===== src/rtl/core/wave_equation_stencil_step_assert.svh =====
// Assertion macros for the wave stencil RTL.
`ifndef WAVE_EQUATION_STENCIL_STEP_ASSERT_SVH
`define WAVE_EQUATION_STENCIL_STEP_ASSERT_SVH

// Same-cycle implication.
`define WES_ASSERT_NOW(label, clk, rst, ante, cons) \
  label: assert property (@(posedge clk) disable iff (rst) (ante) |-> (cons)) \
    else $error("wes: same-cycle check failed");

// Next-cycle implication.
`define WES_ASSERT_NEXT(label, clk, rst, ante, cons) \
  label: assert property (@(posedge clk) disable iff (rst) (ante) |=> (cons)) \
    else $error("wes: next-cycle check failed");

`endif


===== src/rtl/core/wes_pkg.sv =====
// Package: widths, codes and types of the wave stencil step block.
`default_nettype none

package wes_pkg;

  localparam int MAX_SIDE_DEF = 64;

  localparam int DATA_W     = 32;
  localparam int COORD_W    = 6;
  localparam int SIZE_W     = 6;
  localparam int COEF_W     = 16;
  localparam int COEF_FRAC  = 14;
  localparam int MIN_INNER  = 2;

  // Datapath widths of the stencil arithmetic.
  localparam int LAP_W  = DATA_W + 3;
  localparam int BASE_W = DATA_W + 2;
  localparam int PROD_W = LAP_W + COEF_W + 1;
  localparam int SUM_W  = PROD_W - COEF_FRAC + 1;

  // Configuration port.
  localparam int CFG_IDX_W  = 1;
  localparam int CFG_DATA_W = 16;
  localparam logic [CFG_IDX_W-1:0] REG_INNER_SIZE = 1'd0;
  localparam logic [CFG_IDX_W-1:0] REG_COURANT    = 1'd1;

  localparam logic [SIZE_W-1:0] INNER_SIZE_RST = 6'd62;
  localparam logic [COEF_W-1:0] COURANT_RST    = 16'd7783;

  // Item kinds.
  localparam logic ACT_CELL  = 1'b0;
  localparam logic ACT_FLUSH = 1'b1;

  // Where the new cell value comes from.
  typedef enum logic [2:0] {
    SEL_DRIVE,
    SEL_DOWN,
    SEL_RIGHT,
    SEL_UP,
    SEL_LEFT,
    SEL_STENCIL
  } sel_t;

  typedef struct packed {
    logic                     action;
    logic signed [DATA_W-1:0] cur_value;
    logic signed [DATA_W-1:0] prior_value;
    logic signed [DATA_W-1:0] drive_value;
  } item_t;

  typedef struct packed {
    logic signed [DATA_W-1:0] next_value;
    logic [COORD_W-1:0]       out_row;
    logic [COORD_W-1:0]       out_col;
    logic                     last_of_frame;
  } result_t;

  typedef struct packed {
    sel_t               sel;
    logic [COORD_W-1:0] out_row;
    logic [COORD_W-1:0] out_col;
    logic               last;
  } sten_ctrl_t;

endpackage

`default_nettype wire


===== src/rtl/core/wes_line_cell.sv =====
// Line cell: one row-deep line memory, one write port, two registered reads.
`default_nettype none

module wes_line_cell #(
  parameter int DEPTH = wes_pkg::MAX_SIDE_DEF,
  parameter int AW    = $clog2(DEPTH)
) (
  input  logic                             clk,
  input  logic                             we,
  input  logic [AW-1:0]                    wr_addr,
  input  logic signed [wes_pkg::DATA_W-1:0] wr_data,
  input  logic                             re,
  input  logic [AW-1:0]                    rd_addr_a,
  input  logic [AW-1:0]                    rd_addr_b,
  output logic signed [wes_pkg::DATA_W-1:0] rd_data_a,
  output logic signed [wes_pkg::DATA_W-1:0] rd_data_b
);

  logic signed [wes_pkg::DATA_W-1:0] mem [DEPTH];

  // read-before-write on a shared address
  always_ff @(posedge clk) begin
    if (re) begin
      rd_data_a <= mem[rd_addr_a];
      rd_data_b <= mem[rd_addr_b];
    end
    if (we) begin
      mem[wr_addr] <= wr_data;
    end
  end

endmodule

`default_nettype wire


===== config.mk =====
export PLATFORM = sky130hd
export DESIGN_NAME = wes_line_cell
export DESIGN_NICKNAME = d
export VERILOG_FILES = /design/src/rtl/core/wave_equation_stencil_step_assert.svh /design/src/rtl/core/wes_pkg.sv /design/src/rtl/core/wes_line_cell.sv
export SDC_FILE = /design/constraint.sdc
export NUM_CORES = 2
export LEC_CHECK = 0
export BUFFER_PORTS_ARGS = -buffer_cell sky130_fd_sc_hd__buf_4
export CAP_MARGIN = 20
export CORE_MARGIN = 5
export CORE_UTILIZATION = 47
export DETAILED_ROUTE_END_ITERATION = 7
export SLEW_MARGIN = 25
export SYNTH_ARGS = -nofsm -noshare
export SYNTH_HDL_FRONTEND = slang
export SYNTH_SLANG_ARGS = --single-unit

===== constraint.sdc =====
create_clock -name clk -period 9.3 [get_ports clk]
set_input_delay 0 -clock clk [delete_from_list [all_inputs] [get_ports clk]]
set_output_delay 0 -clock clk [all_outputs]
set_load 0.02 [all_outputs]

-- Word-level counts from Yosys, hierarchy flattened
Memories as Yosys holds them, arrays and structs flattened. A register that Yosys moved wholly into a read port is not among the register bits.
Index checks and enable logic that the tools add are counted.
- bits in registers: 0
- bits in writable memories: 2048
- memories: 1
- multiplexer cells: 2
- memory list (name ; depth ; width ; read ports ; clocked after memory_dff ; wr ports ; RTL line ; source):
    mem ; 64 ; 32 ; 2 ; 2 ; 1 ; wes_line_cell.sv:19 ; logic signed [wes_pkg::DATA_W-1:0] mem [DEPTH];
- operator list (kind ; count):
    1-bit two-way mux ; 2

-- Depth between registers and ports, before layout
- word-level depth: 2
- gate-level depth with buffers: 10
- depth with buffers taken out: 5

-- Worst setup path after synthesis
OpenSTA, ideal clock, no wires.
- kind: input-to-reg
- start point: input wr_addr[3]
- end point: memory mem[48][0] in the netlist's numbering, enable pin
- setup time: 0.461 ns
- data arrival time: 2.730 ns
- slack: 6.109 ns
- stages: 4
- cell sequence: clkbuf_1 -> nor2b_1 -> nand4b_1 -> nor3_1
- RTL lines (element ; RTL line ; source):
    start: declaration ; wes_line_cell.sv:10 ; input logic [AW-1:0] wr_addr,
    end: declaration ; wes_line_cell.sv:19 ;
Straight into the memory's write port.

==> flow_results.xml <==
<?xml version="1.0" encoding="UTF-8"?>
<metrics>
  <group name="sta">
    <metric name="layout_setup_ws" unit="ns">5.89</metric>
    <metric name="max_slew.worst_pin.slew" unit="ns">1.18</metric>
    <metric name="report.final.setup_viol" unit="">0</metric>
    <metric name="final_report_max_slew_violation_count" unit="">0</metric>
    <metric name="final.hold.worst_slack" unit="ns">0.0969</metric>
    <metric name="final.setup.tns" unit="ns">0</metric>
    <metric name="hold_violations" unit="">0</metric>
    <metric name="rsz0062_at_grt" unit="">false</metric>
    <metric name="fmax" unit="MHz">293</metric>
    <metric name="post-route-min-period" unit="ns">3.41</metric>
    <metric name="slew_headroom" unit="">0.217</metric>
    <metric name="period_share" unit="">0.367</metric>
    <metric name="clock_skew" unit="ns">0.0275</metric>
  </group>
  <group name="floorplanning">
    <metric name="chipHeight" unit="microns">463</metric>
    <metric name="initial_core_util" unit="">0.472</metric>
    <metric name="fp-row-count" unit="">166</metric>
    <metric name="boundaryPins" unit="">117</metric>
    <metric name="core" unit="sq um">204000</metric>
    <metric name="chipWidth" unit="microns">463</metric>
    <metric name="design.die.area" unit="sq um">214000</metric>
  </group>
  <group name="global_routing">
    <metric name="grt-busiest-layer" unit="">met2</metric>
    <metric name="global_route.usage.met2" unit="">0.434</metric>
    <metric name="gr-usage-all-layers" unit="">0.279</metric>
    <metric name="grt_max_degree" unit="">126</metric>
    <metric name="grt_first_pass_wirelength" unit="microns">419000</metric>
    <metric name="gr-usage-met3" unit="">0.0622</metric>
    <metric name="grt_pass1_vias" unit="">52875</metric>
    <metric name="grt.met1_usage" unit="">0.401</metric>
    <metric name="antenna_found_initial" unit="">14</metric>
    <metric name="grt_overflow_total" unit="">0</metric>
  </group>
  <group name="synthesis">
    <metric name="largest_family_of_logic_cells_by_synthesized_area" unit="">multiplexers</metric>
    <metric name="mappedNetlistArea" unit="sq um">96300</metric>
    <metric name="synth-xor-area-share" unit="">0</metric>
    <metric name="area_fraction_in_compound_gates_after_synthesis" unit="">0.0238</metric>
    <metric name="synth_seq_cells" unit="">2112</metric>
    <metric name="syn-instance-count" unit="">4412</metric>
    <metric name="biggest_area_contributors_in_the_synthesized_netlist" unit="">sky130_fd_sc_hd__edfxtp_1 (66%), sky130_fd_sc_hd__mux4_2 (26%), sky130_fd_sc_hd__mux2i_1 (2.1%), sky130_fd_sc_hd__a22oi_1 (0.66%), sky130_fd_sc_hd__buf_2 (0.63%)</metric>
    <metric name="synth.area.mux_share" unit="">0.288</metric>
    <metric name="synth.largest_area_cell" unit="">sky130_fd_sc_hd__edfxtp_1</metric>
    <metric name="synth_cell_type_count" unit="">37</metric>
    <metric name="yosysSeqAreaShare" unit="">0.659</metric>
    <metric name="post_synth_and_or_nand_nor_area_fraction" unit="">0.0113</metric>
    <metric name="ys_warn_count" unit="">0</metric>
    <metric name="netlist.area_leader.share" unit="">0.659</metric>
    <metric name="synth.avg_cell_area" unit="sq um">21.8</metric>
    <metric name="synthAdderAreaFrac" unit="">0</metric>
    <metric name="synthesis.nets" unit="">4465</metric>
  </group>
  <group name="job">
    <metric name="timing.max_cap.violations" unit="">0</metric>
  </group>
  <group name="power">
    <metric name="cellPowerDensity" unit="nW/um^2">194</metric>
    <metric name="vdd.ir_drop.worst" unit="mV">0.183</metric>
    <metric name="power_leakage" unit="nW">33.5</metric>
    <metric name="power" unit="mW">20.9</metric>
  </group>
  <group name="route">
    <metric name="routed_via_density" unit="">6.98</metric>
    <metric name="wl" unit="microns">301000</metric>
    <metric name="routed_antenna_nets" unit="">0</metric>
    <metric name="drt_drc_violations_left" unit="">0</metric>
    <metric name="detail_route.wl_per_cell" unit="microns">40.3</metric>
    <metric name="detailroute.via_count" unit="">52010</metric>
    <metric name="detailedRoute.firstPassIterationCount" unit="">6</metric>
    <metric name="starting_drt_drc_count" unit="">6934</metric>
  </group>
  <group name="place">
    <metric name="port_buffers" unit="">116</metric>
    <metric name="dp_hpwl" unit="microns">161000</metric>
    <metric name="post_dp_cell_area" unit="sq um">101000</metric>
    <metric name="dp_slack" unit="ns">5.27</metric>
    <metric name="gp_routability_congestion" unit="">0.802</metric>
  </group>
  <group name="cts">
    <metric name="clkLatencyLatePin" unit="ns">0.86</metric>
    <metric name="clock_sink_count" unit="">2112</metric>
    <metric name="cts-htree-levels" unit="">4</metric>
    <metric name="cts.path.max_buffers" unit="">3</metric>
    <metric name="postCtsSetupBuffers" unit="">0</metric>
    <metric name="cts_tree" unit="">built</metric>
    <metric name="cts_inserted_buffers" unit="">215</metric>
    <metric name="cts.reportedPaths.clkPinSlew" unit="ns">0.07</metric>
    <metric name="clock-root-buffer" unit="">sky130_fd_sc_hd__clkbuf_16</metric>
  </group>
  <group name="critical_path">
    <metric name="critical_path_class" unit="">primary input to flip-flop</metric>
    <metric name="critical_path.max_fanout" unit="">46</metric>
    <metric name="required" unit="ns">9.91</metric>
    <metric name="timing.critical_path.to_type" unit="">flip-flop</metric>
    <metric name="timing.critical_path.arrival" unit="ns">4.02</metric>
    <metric name="critical_path.startpoint_type" unit="">primary input</metric>
  </group>
  <group name="hold_path">
    <metric name="worstHoldPathType" unit="">primary input to flip-flop</metric>
  </group>
  <group name="final_layout">
    <metric name="layout.cells.most_common_list" unit="">sky130_fd_sc_hd__edfxtp_1 (2112), sky130_fd_sc_hd__mux4_2 (1124), sky130_fd_sc_hd__clkbuf_16 (221)</metric>
    <metric name="area_delta_synth_final" unit="%">12.0</metric>
    <metric name="final_layout_size_suffix_gt1_frac" unit="">0.378</metric>
    <metric name="nets" unit="">4627</metric>
    <metric name="final_area" unit="sq um">108000</metric>
    <metric name="layout.cells.most_common" unit="">sky130_fd_sc_hd__edfxtp_1</metric>
    <metric name="n_fill_cell" unit="">15597</metric>
  </group>
  <group name="outcome">
    <metric name="outcome" unit="">finished clean</metric>
  </group>
</metrics>
[sequential cells by signal, indices dropped and copies added (netlist names)]
register,count
mem,2048
rd_data_a,32
rd_data_b,32
[layer usage]
metal,wire length (microns),part of all wire
met1,119000,0.40
met2,141000,0.47
met3,30100,0.10
met4,10200,0.034
met5,40,0.00013
[layout make-up]
type                       instances  area [sq um]  area share
clock inverter                   135          1200      0.0111
timing repair buffer             292          2540      0.0235
inverter                           1          3.75   0.0000348
clock buffer                     261          5680      0.0526
antenna                            9          22.5    0.000209
tap                             2688          3360      0.0312
sequential                      2112         63400       0.588
multi-input combinational       1952         31700       0.293
[repair_timing]
action / 4_1_cts / 5_1_grt
resized for setup: 0 / 0
hold buffers: 45 / 0
endpoints found under the hold margin: 2130 / 0
[cells in the mapped netlist, drive strengths merged]
master	number
a211oi	15
a21boi	1
a21oi	58
a221oi	13
a22oi	85
a32oi	9
and2	6
buf	212
clkbuf	135
edfxtp	2112
inv	1
mux2	36
mux2i	204
mux4	1124
nand2	93
nand2b	8
nand3	9
nand3b	6
nand4	2
nand4b	1
nor2	94
nor2b	19
nor3	3
o211a	1
o211ai	27
o21ai	49
o221ai	16
o22ai	56
o32a	9
o41ai	1
or2	3
or3	2
or3b	2
[critical path: stages]
cell and delay [ns]:
sky130_fd_sc_hd__buf_8 0.40, sky130_fd_sc_hd__buf_4 0.57, sky130_fd_sc_hd__buf_4 0.78, sky130_fd_sc_hd__nand3b_1 0.70, sky130_fd_sc_hd__o22ai_1 0.39, sky130_fd_sc_hd__a211oi_1 0.16, sky130_fd_sc_hd__o22ai_1 0.23, sky130_fd_sc_hd__a21oi_1 0.05
sky130_fd_sc_hd__dlygate4sd3_1 0.59
[metrics by stage]
step	util	std cells
floorplan	-	4412
global placement	0.492	6994
detailed placement	0.492	6998
CTS	0.528	7439
global route	0.528	7443
finish	0.528	7450
[power breakdown]
group | switching, mW | internal, mW | leakage (nW)
clock | 3.67 | 4.90 | 3.40
sequential | 0.0525 | 10.6 | 19.1
combinational | 1.03 | 0.704 | 11.1
total | 4.76 | 16.2 | 33.5
[kinds of logic (layout without fill, tap and decap cells)]
group | Yosys count | in the layout
muxes | 1364 | 1364
other | 0 | 9
and+or+nand+nor | 248 | 248
DFF | 2112 | 2112
buffers and inverters | 348 | 689
AOI/OAI and AO/OA | 340 | 340
[final timing paths]
path                          from                 endpoint  slack (ns)  depth (start not counted)
max                   rd_addr_a[1]  rd_data_a[24]$_DFFE_PP_        5.89                          9
min                   rd_addr_a[1]  rd_data_a[10]$_DFFE_PP_         0.1                          4
max reg2reg   mem[15][8]$_DFFE_PP_   rd_data_a[8]$_DFFE_PP_        6.56                          4
min reg2reg  mem[19][26]$_DFFE_PP_  rd_data_a[26]$_DFFE_PP_        0.96                          5
Power figures use the tool's default switching activity.
