==> config.mk <==
export PLATFORM = sky130hd
export DESIGN_NAME = wes_stencil_alu
export DESIGN_NICKNAME = d
export VERILOG_FILES = /design/src/rtl/core/wave_equation_stencil_step_assert.svh /design/src/rtl/core/wes_pkg.sv /design/src/rtl/core/wes_stencil_alu.sv
export SDC_FILE = /design/constraint.sdc
export NUM_CORES = 2
export LEC_CHECK = 0
export ABC_AREA = 1
export BUFFER_PORTS_ARGS = -buffer_cell sky130_fd_sc_hd__buf_4
export CAP_MARGIN = 10
export CORE_UTILIZATION = 53
export CTS_CLUSTER_DIAMETER = 30
export DETAILED_ROUTE_END_ITERATION = 8
export MAX_ROUTING_LAYER = met4
export PLACE_DENSITY = 0.81
export SLEW_MARGIN = 20
export SYNTH_ARGS = -nofsm -noshare
export SYNTH_HDL_FRONTEND = slang
export SYNTH_SLANG_ARGS = --single-unit
==> constraint.sdc <==
create_clock -name clk -period 6.25 [get_ports clk]
set_input_delay 0.3125 -clock clk [delete_from_list [all_inputs] [get_ports clk]]
set_output_delay 0.3125 -clock clk [all_outputs]
set_load 0.01 [all_outputs]
==> src/rtl/core/wave_equation_stencil_step_assert.svh <==
// Assertion macros for the wave stencil RTL.
`ifndef WAVE_EQUATION_STENCIL_STEP_ASSERT_SVH
`define WAVE_EQUATION_STENCIL_STEP_ASSERT_SVH

// Same-cycle implication.
`define WES_ASSERT_NOW(label, clk, rst, ante, cons) \
  label: assert property (@(posedge clk) disable iff (rst) (ante) |-> (cons)) \
    else $error("wes: same-cycle check failed");

// Next-cycle implication.
`define WES_ASSERT_NEXT(label, clk, rst, ante, cons) \
  label: assert property (@(posedge clk) disable iff (rst) (ante) |=> (cons)) \
    else $error("wes: next-cycle check failed");

`endif

==> src/rtl/core/wes_pkg.sv <==
// Package: widths, codes and types of the wave stencil step block.
`default_nettype none

package wes_pkg;

  localparam int MAX_SIDE_DEF = 64;

  localparam int DATA_W     = 32;
  localparam int COORD_W    = 6;
  localparam int SIZE_W     = 6;
  localparam int COEF_W     = 16;
  localparam int COEF_FRAC  = 14;
  localparam int MIN_INNER  = 2;

  // Datapath widths of the stencil arithmetic.
  localparam int LAP_W  = DATA_W + 3;
  localparam int BASE_W = DATA_W + 2;
  localparam int PROD_W = LAP_W + COEF_W + 1;
  localparam int SUM_W  = PROD_W - COEF_FRAC + 1;

  // Configuration port.
  localparam int CFG_IDX_W  = 1;
  localparam int CFG_DATA_W = 16;
  localparam logic [CFG_IDX_W-1:0] REG_INNER_SIZE = 1'd0;
  localparam logic [CFG_IDX_W-1:0] REG_COURANT    = 1'd1;

  localparam logic [SIZE_W-1:0] INNER_SIZE_RST = 6'd62;
  localparam logic [COEF_W-1:0] COURANT_RST    = 16'd7783;

  // Item kinds.
  localparam logic ACT_CELL  = 1'b0;
  localparam logic ACT_FLUSH = 1'b1;

  // Where the new cell value comes from.
  typedef enum logic [2:0] {
    SEL_DRIVE,
    SEL_DOWN,
    SEL_RIGHT,
    SEL_UP,
    SEL_LEFT,
    SEL_STENCIL
  } sel_t;

  typedef struct packed {
    logic                     action;
    logic signed [DATA_W-1:0] cur_value;
    logic signed [DATA_W-1:0] prior_value;
    logic signed [DATA_W-1:0] drive_value;
  } item_t;

  typedef struct packed {
    logic signed [DATA_W-1:0] next_value;
    logic [COORD_W-1:0]       out_row;
    logic [COORD_W-1:0]       out_col;
    logic                     last_of_frame;
  } result_t;

  typedef struct packed {
    sel_t               sel;
    logic [COORD_W-1:0] out_row;
    logic [COORD_W-1:0] out_col;
    logic               last;
  } sten_ctrl_t;

endpackage

`default_nettype wire

==> src/rtl/core/wes_stencil_alu.sv <==
// Stencil arithmetic: Laplacian, coefficient multiply, floor shift, saturation.
`default_nettype none

module wes_stencil_alu (
  input  logic                              clk,
  input  logic                              rst,
  input  logic                              en,
  input  logic                              in_valid,
  input  wes_pkg::sten_ctrl_t               ctrl,
  input  logic signed [wes_pkg::DATA_W-1:0] left,
  input  logic signed [wes_pkg::DATA_W-1:0] right,
  input  logic signed [wes_pkg::DATA_W-1:0] center,
  input  logic signed [wes_pkg::DATA_W-1:0] up,
  input  logic signed [wes_pkg::DATA_W-1:0] down,
  input  logic signed [wes_pkg::DATA_W-1:0] prior,
  input  logic signed [wes_pkg::DATA_W-1:0] drive,
  input  logic [wes_pkg::COEF_W-1:0]        coeff,
  output logic                              out_valid,
  output wes_pkg::result_t                  result
);

  localparam int DW = wes_pkg::DATA_W;
  localparam int LW = wes_pkg::LAP_W;
  localparam int BW = wes_pkg::BASE_W;
  localparam int PW = wes_pkg::PROD_W;
  localparam int SW = wes_pkg::SUM_W;

  localparam logic signed [SW-1:0] SAT_HI = {{(SW-DW+1){1'b0}}, {(DW-1){1'b1}}};
  localparam logic signed [SW-1:0] SAT_LO = {{(SW-DW+1){1'b1}}, {(DW-1){1'b0}}};

  // stage A: Laplacian and 2u - um
  logic                    valid_a;
  wes_pkg::sten_ctrl_t     ctrl_a;
  logic signed [LW-1:0]    lap_a;
  logic signed [BW-1:0]    base_a;
  logic signed [DW-1:0]    direct_a;
  logic signed [LW-1:0]    lap_next;
  logic signed [BW-1:0]    base_next;
  logic signed [DW-1:0]    direct_next;

  // stage B: product
  logic                    valid_b;
  wes_pkg::sten_ctrl_t     ctrl_b;
  logic signed [PW-1:0]    prod_b;
  logic signed [BW-1:0]    base_b;
  logic signed [DW-1:0]    direct_b;

  // stage C: add and clamp
  logic signed [SW-1:0]    sum_c;
  logic signed [DW-1:0]    sat_c;

  always_comb begin
    lap_next  = LW'(left) + LW'(right) + LW'(up) + LW'(down) - (LW'(center) <<< 2);
    base_next = BW'(center) + BW'(center) - BW'(prior);
    case (ctrl.sel)
      wes_pkg::SEL_DRIVE: direct_next = drive;
      wes_pkg::SEL_DOWN:  direct_next = down;
      wes_pkg::SEL_RIGHT: direct_next = right;
      wes_pkg::SEL_UP:    direct_next = up;
      wes_pkg::SEL_LEFT:  direct_next = left;
      default:            direct_next = '0;
    endcase
  end

  always_comb begin
    sum_c = SW'(base_b) + SW'(prod_b >>> wes_pkg::COEF_FRAC);
    if (sum_c > SAT_HI) begin
      sat_c = SAT_HI[DW-1:0];
    end else if (sum_c < SAT_LO) begin
      sat_c = SAT_LO[DW-1:0];
    end else begin
      sat_c = sum_c[DW-1:0];
    end
  end

  always_ff @(posedge clk) begin
    if (rst) begin
      valid_a   <= 1'b0;
      valid_b   <= 1'b0;
      out_valid <= 1'b0;
    end else if (en) begin
      valid_a   <= in_valid;
      valid_b   <= valid_a;
      out_valid <= valid_b;
    end
  end

  always_ff @(posedge clk) begin
    if (en) begin
      ctrl_a   <= ctrl;
      lap_a    <= lap_next;
      base_a   <= base_next;
      direct_a <= direct_next;

      ctrl_b   <= ctrl_a;
      prod_b   <= lap_a * $signed({1'b0, coeff});
      base_b   <= base_a;
      direct_b <= direct_a;

      result.next_value    <= (ctrl_b.sel == wes_pkg::SEL_STENCIL) ? sat_c : direct_b;
      result.out_row       <= ctrl_b.out_row;
      result.out_col       <= ctrl_b.out_col;
      result.last_of_frame <= ctrl_b.last;
    end
  end

endmodule

`default_nettype wire

After elaboration in Yosys (flattened, before gate mapping)

Index checks and enable logic that the tools add are counted.

Add/subtract/negate cells: 7
$lt $le $gt $ge: 2
Multiply operators: 1
Bitwise logic cells: 0
Div/mod/pow operators: 0
Muxes and demuxes: 4
Shifts and indexed selects: 0
Equal/unequal tests: 5
Reductions and logical operators: 1

Operator list:

| kind                   | number |
|---|---|
| $pmux W32 S5           | 1 |
| $mux W32               | 3 |
| $add A32 B32 Y33       | 2 |
| $mul A35 B17 Y52       | 1 |
| $add A34 B38 Y39       | 1 |
| $gt A39 B32 Y1 const B | 1 |
| $lt A39 B32 Y1 const B | 1 |
| $add A34 B32 Y35       | 1 |
| $sub A35 B34 Y35       | 1 |
| $add A33 B32 Y34       | 1 |
| $sub A33 B32 Y34       | 1 |
| $eq A3 B2 Y1 const B   | 2 |
| $eq A3 B3 Y1 const B   | 2 |
| $eq A3 B1 Y1 const B   | 1 |
| $logic_not A3 Y1       | 1 |

Bits in registers: 299
Memories: 0
Bits in read-only memories: 0
Bits of input ports: 260
Bits in latches: 0
RAM bits: 0

Logic depth before layout (Yosys ltp)

Depth in word-level cells: 5
Depth in mapped cells: 30
Mapped depth without buffers: 28

Worst setup path after synthesis

Ideal clock, no wire load.

Kind: register to register
From: register lap_a[34]
To: register prod_b[51], data pin
Buffers on the path: 2
Arrival: 5.478 ns
Library setup time: 0.260 ns
Cell stages (with the launch flop): 21
Clock period less this slack: 5.739 ns
Slack: 0.511 ns
Cell sequence: edfxtp_1 clkbuf_1 clkbuf_1 nand2_1 inv_1 fa_1 fa_1 fa_1 fa_1 fa_1 inv_1 fa_1 inv_1 ha_1 a21o_1 a31oi_1 o21ai_0 a21oi_1 o31a_1 nand2_1 xor2_1

Cells in the longest elaborated chain, start to end: 1

Ends and longest elaborated chain:

| item                   | RTL line              | text |
|---|---|---|
| from (decl)            | wes_stencil_alu.sv:34 | `logic signed [LW-1:0] lap_a;` |
| from (signal assigned) | wes_stencil_alu.sv:91 | `lap_a <= lap_next;` |
| $mul A35 B17 Y52       | wes_stencil_alu.sv:96 | `prod_b <= lap_a * $signed({1'b0, coeff});` |
| to (signal assigned)   | wes_stencil_alu.sv:96 |  |
| to (decl)              | wes_stencil_alu.sv:44 | `logic signed [PW-1:0] prod_b;` |

Every way passes these cells.
A chain may end at the register's enable or synchronous reset.

Worst setup path in the final report

From: register lap_a[5]
To: register prod_b[25], data pin

Same word-level chain as after synthesis.

==> out/qor.log <==
INFO  placement      dpl_cell_area=43100um2
INFO  setup_path     critPathKind=flop to flop
INFO  timing         final_critical_delay_including_setup_and_external_delays=6050ps
INFO  final_layout   mostFrequentLayoutCells=inv_1, nand2_1, fa_1, buf_4, edfxtp_1
INFO  final_layout   fin_nets=6132
INFO  drt            detailroute.via_count=32300
INFO  final_layout   final_std_cells_w_o_fill=6026
INFO  hold_path      holdCritPathClass=input port to flop
INFO  drt            drt_pass1_iterations=8
INFO  cts            clock_transition_at_the_register_clock_pins_on_the_worst_setup_and_hold_paths_after_cts=50ps
INFO  drt            avgViaCountPerCell=5.35
INFO  drt            met1_length=47.5mm
INFO  setup_path     critPathMaxStageDelay=560ps
INFO  logic_synthesis async_flop_share=0%
INFO  setup_path     end_kind=flop
INFO  timing         report.final.setup_viol=0
INFO  logic_synthesis ys_dominant_reg_cell=edfxtp_1
INFO  floorplanning  start_util=53.5%
INFO  logic_synthesis syn_area=39000um2
INFO  timing         timing_worst_slew_pin_value=1030ps
INFO  grt            grt_overflow=0
INFO  setup_path     timing.critical_path.cells=buf_4 > nand2_1 > inv_1 > fa_1 > inv_1 > fa_1 > fa_1 > fa_1 > inv_1 > fa_1 > fa_1 > ha_1 > a21oi_1 > inv_1 > a31oi_1 > o21ai_0 > nand3_1 > o211ai_1 > a21oi_1 > o21ai_1 > xor2_1
INFO  cts            cts_num_sinks=285
INFO  cts            ctsHtreeMaxLevel=2
INFO  setup_path     r2r_slack=200ps
INFO  placement      place.detailed.hpwl=97.1mm
INFO  grt            global_route_wire_length_before_repair=184mm
INFO  setup_path     worstSetupStartpointType=flop
INFO  setup_path     reg2reg_from=lap_a[5]
INFO  final_layout   commonest_non_fill_non_tap_cell_in_the_layout=inv_1
INFO  setup_path     worst_setup_path_startpoint=lap_a[5]
INFO  logic_synthesis mappedNetlistNets=5740
INFO  logic_synthesis synthesis.instances=4623
INFO  logic_synthesis synth_area_leader_cell=fa_1
INFO  timing         max_freq=0.165GHz
INFO  logic_synthesis synth_top_cells_by_area=fa_1, edfxtp_1, inv_1
INFO  drt            wl_per_cell=19.8um
INFO  logic_synthesis synth_warnings=0
INFO  timing         finClkSkew=18.3ps
INFO  setup_path     critPathSlowestCell=fa_1
INFO  final_layout   insertedDiodeCount=0
INFO  drt            met2_wirelength=57.3mm
INFO  setup_path     timing.reg2reg.worst_path_depth=21
INFO  grt            pin_count_of_the_biggest_net_entering_global_routing=170
INFO  cts            cts_tree=done
INFO  placement      io_buffers=305
INFO  setup_path     crit_path_frequent_cell=fa_1
INFO  logic_synthesis seq_area_frac_synth=21.8%
INFO  logic_synthesis synth-edff-count=282
INFO  logic_synthesis unique_masters_post_synth=47
INFO  grt            gr-usage-all-layers=33.4%
INFO  timing         final_slew_viol_count=0
INFO  drt            ant_nets=0
INFO  floorplanning  fp.coreArea=73000um2
INFO  final_layout   drive_gt1_share=12.1%
INFO  drt            top_layer_used=met4
INFO  timing         timing_hold_violations_final=0
INFO  setup_path     critical_path.endpoint=prod_b[25]
INFO  grt            grt_antenna_before_repair=1
INFO  logic_synthesis syn-mean-instance-area=8.45um2
INFO  cts            numCtsBuffers=60
INFO  timing         relSlewSlack=31.4%
INFO  setup_path     crit-reg2reg-capture=prod_b[25]
INFO  drt            met3RoutedLength=9.29mm
INFO  timing         final_hold_slack=16.1ps
INFO  final_layout   syn2layout_area_growth=17.2%
INFO  cts            bufs_on_longest_clock_path=3
INFO  placement      gpl.final_weighted_congestion=0.991
INFO  setup_path     critical_path.max_fanout=7
INFO  logic_synthesis ys_ff_latch=285
INFO  cts            cts.root.buffer_cell=clkbuf_16
INFO  drt            drt_iter0_markers=2574
INFO  floorplanning  dieHeight=273um
INFO  logic_synthesis area_share_of_the_largest_cell_type_after_synthesis=32.3%
INFO  floorplanning  die_w=273um
INFO  drt            drc_errors=0
INFO  floorplanning  pin_count=306
INFO  grt            first_global_vias=33900
INFO  drt            wl=120mm
INFO  setup_path     worst_path_arrival_time=6410ps
INFO  status         outcome=finished, final reports clean
INFO  flow_run       timing.max_cap.violations=0
INFO  floorplanning  site_row_count=99
INFO  placement      placed_cells=5858
INFO  setup_path     crit_required=6600ps
INFO  cts            clkLatencyLatePin=620ps
INFO  timing         final.period_utilization=96.8%
INFO  final_layout   final_design_area_no_fill=45700um2
INFO  floorplanning  design.die.area=74800um2
-- registers in the layout, summed over array words and instances (netlist names) --
| register | flops |
|---|---|
| ctrl_b | 16 |
| base_a | 34 |
| prod_b | 38 |
| valid_b | 1 |
| direct_a | 32 |
| lap_a | 35 |
| result | 45 |
| base_b | 34 |
| out_valid | 1 |
| ctrl_a | 16 |
| direct_b | 32 |
| valid_a | 1 |
-- cells by family after synthesis --
| logic type | share of synthesized area, % |
|---|---|
| adder cells (fa/ha/maj) | 39.6 |
| buffers and inverters | 13.7 |
| AO/OA/AOI/OAI | 6.60 |
| AND/OR/NAND/NOR | 15.1 |
| XOR/XNOR | 3.21 |
| flip-flops | 21.8 |
-- how the worst min path moves through the flow --
stage	start	cells after the start	slack [ps]	end
floorplan	rst	1	380	out_valid
global placement	ctrl_a[0]	0	400	ctrl_b[0]
detailed placement	base_a[23]	0	400	base_b[23]
CTS	right[29]	3	0.1	direct_a[29]
global route	drive[12]	3	4	direct_a[12]
finish	right[21]	3	20	direct_a[21]
-- cells in the mapped netlist (2+ instances only) --
cell	instances
fa_1	630
nand2_1	1087
o31ai_1	2
a211oi_1	4
o21bai_1	14
nor2_1	198
xnor2_1	54
nor4_1	15
xor2_1	89
a21boi_0	2
inv_1	1255
ha_1	227
dfxtp_1	3
o21a_1	11
o211ai_1	7
nand3_2	6
a31oi_1	43
and3_1	6
nor3_1	20
a21oi_2	12
a21oi_1	226
inv_2	3
nor2_2	5
nand3_1	76
nand4_1	38
buf_4	3
o21ai_1	2
clkbuf_1	150
and2_1	3
nand2_2	12
edfxtp_1	282
o21ai_0	78
a21o_1	14
a221oi_1	3
o22ai_1	30
nand3b_1	2
-- routing by layer --
layer  GRT usage (%)  vias up
met5               -        -
met4            13.8        0
met3            4.38      354
met2            53.7     1564
met1            42.7    15700
li1                -    14700
-- worst max-delay path: cells and delay by family, from the launching register on --
kind / cells / cell delay, ps
AOI/OAI and AO/OA: 6 / 1130
xor gates and xnor gates: 1 / 150
adders and majority gates: 7 / 3310
buffers and inverters: 5 / 470
DFF: 1 / 550
and+or+nand+nor: 2 / 170
-- timing repair --
action	CTS	global route
hold endpoints to repair	30	0
endpoints found under the setup margin	2	31
resized for setup	0	14
setup buffers	10	11
hold buffers	33	0
-- stage by stage --
| step | utilization (%) | TNS, ps | worst slack, ps |
|---|---|---|---|
| 6_report | 62.7 | 0 | 197 |
| 3_5_place_dp | 59.1 | -23.9 | -23.9 |
| 3_3_place_gp | 59.1 | -22.5 | -22.5 |
| 4_1_cts | 62.5 | 0 | 29.0 |
| 2_1_floorplan | - | 0 | 511 |
| 5_1_grt | 62.7 | -7.55 | -7.55 |
-- final cells by class --
cell class	instances	area, um2
clock buffers	70	1570
clock inverters	44	475
fillers	6018	27200
inverters	1258	4720
multi-input cells	2924	25200
flip-flops and latches	285	8530
well taps	959	1200
repair buffers	486	4010
Power is left out: the tool's default activity adds up to more than one toggle a clock period on the data nets, which glitch-free logic cannot reach.
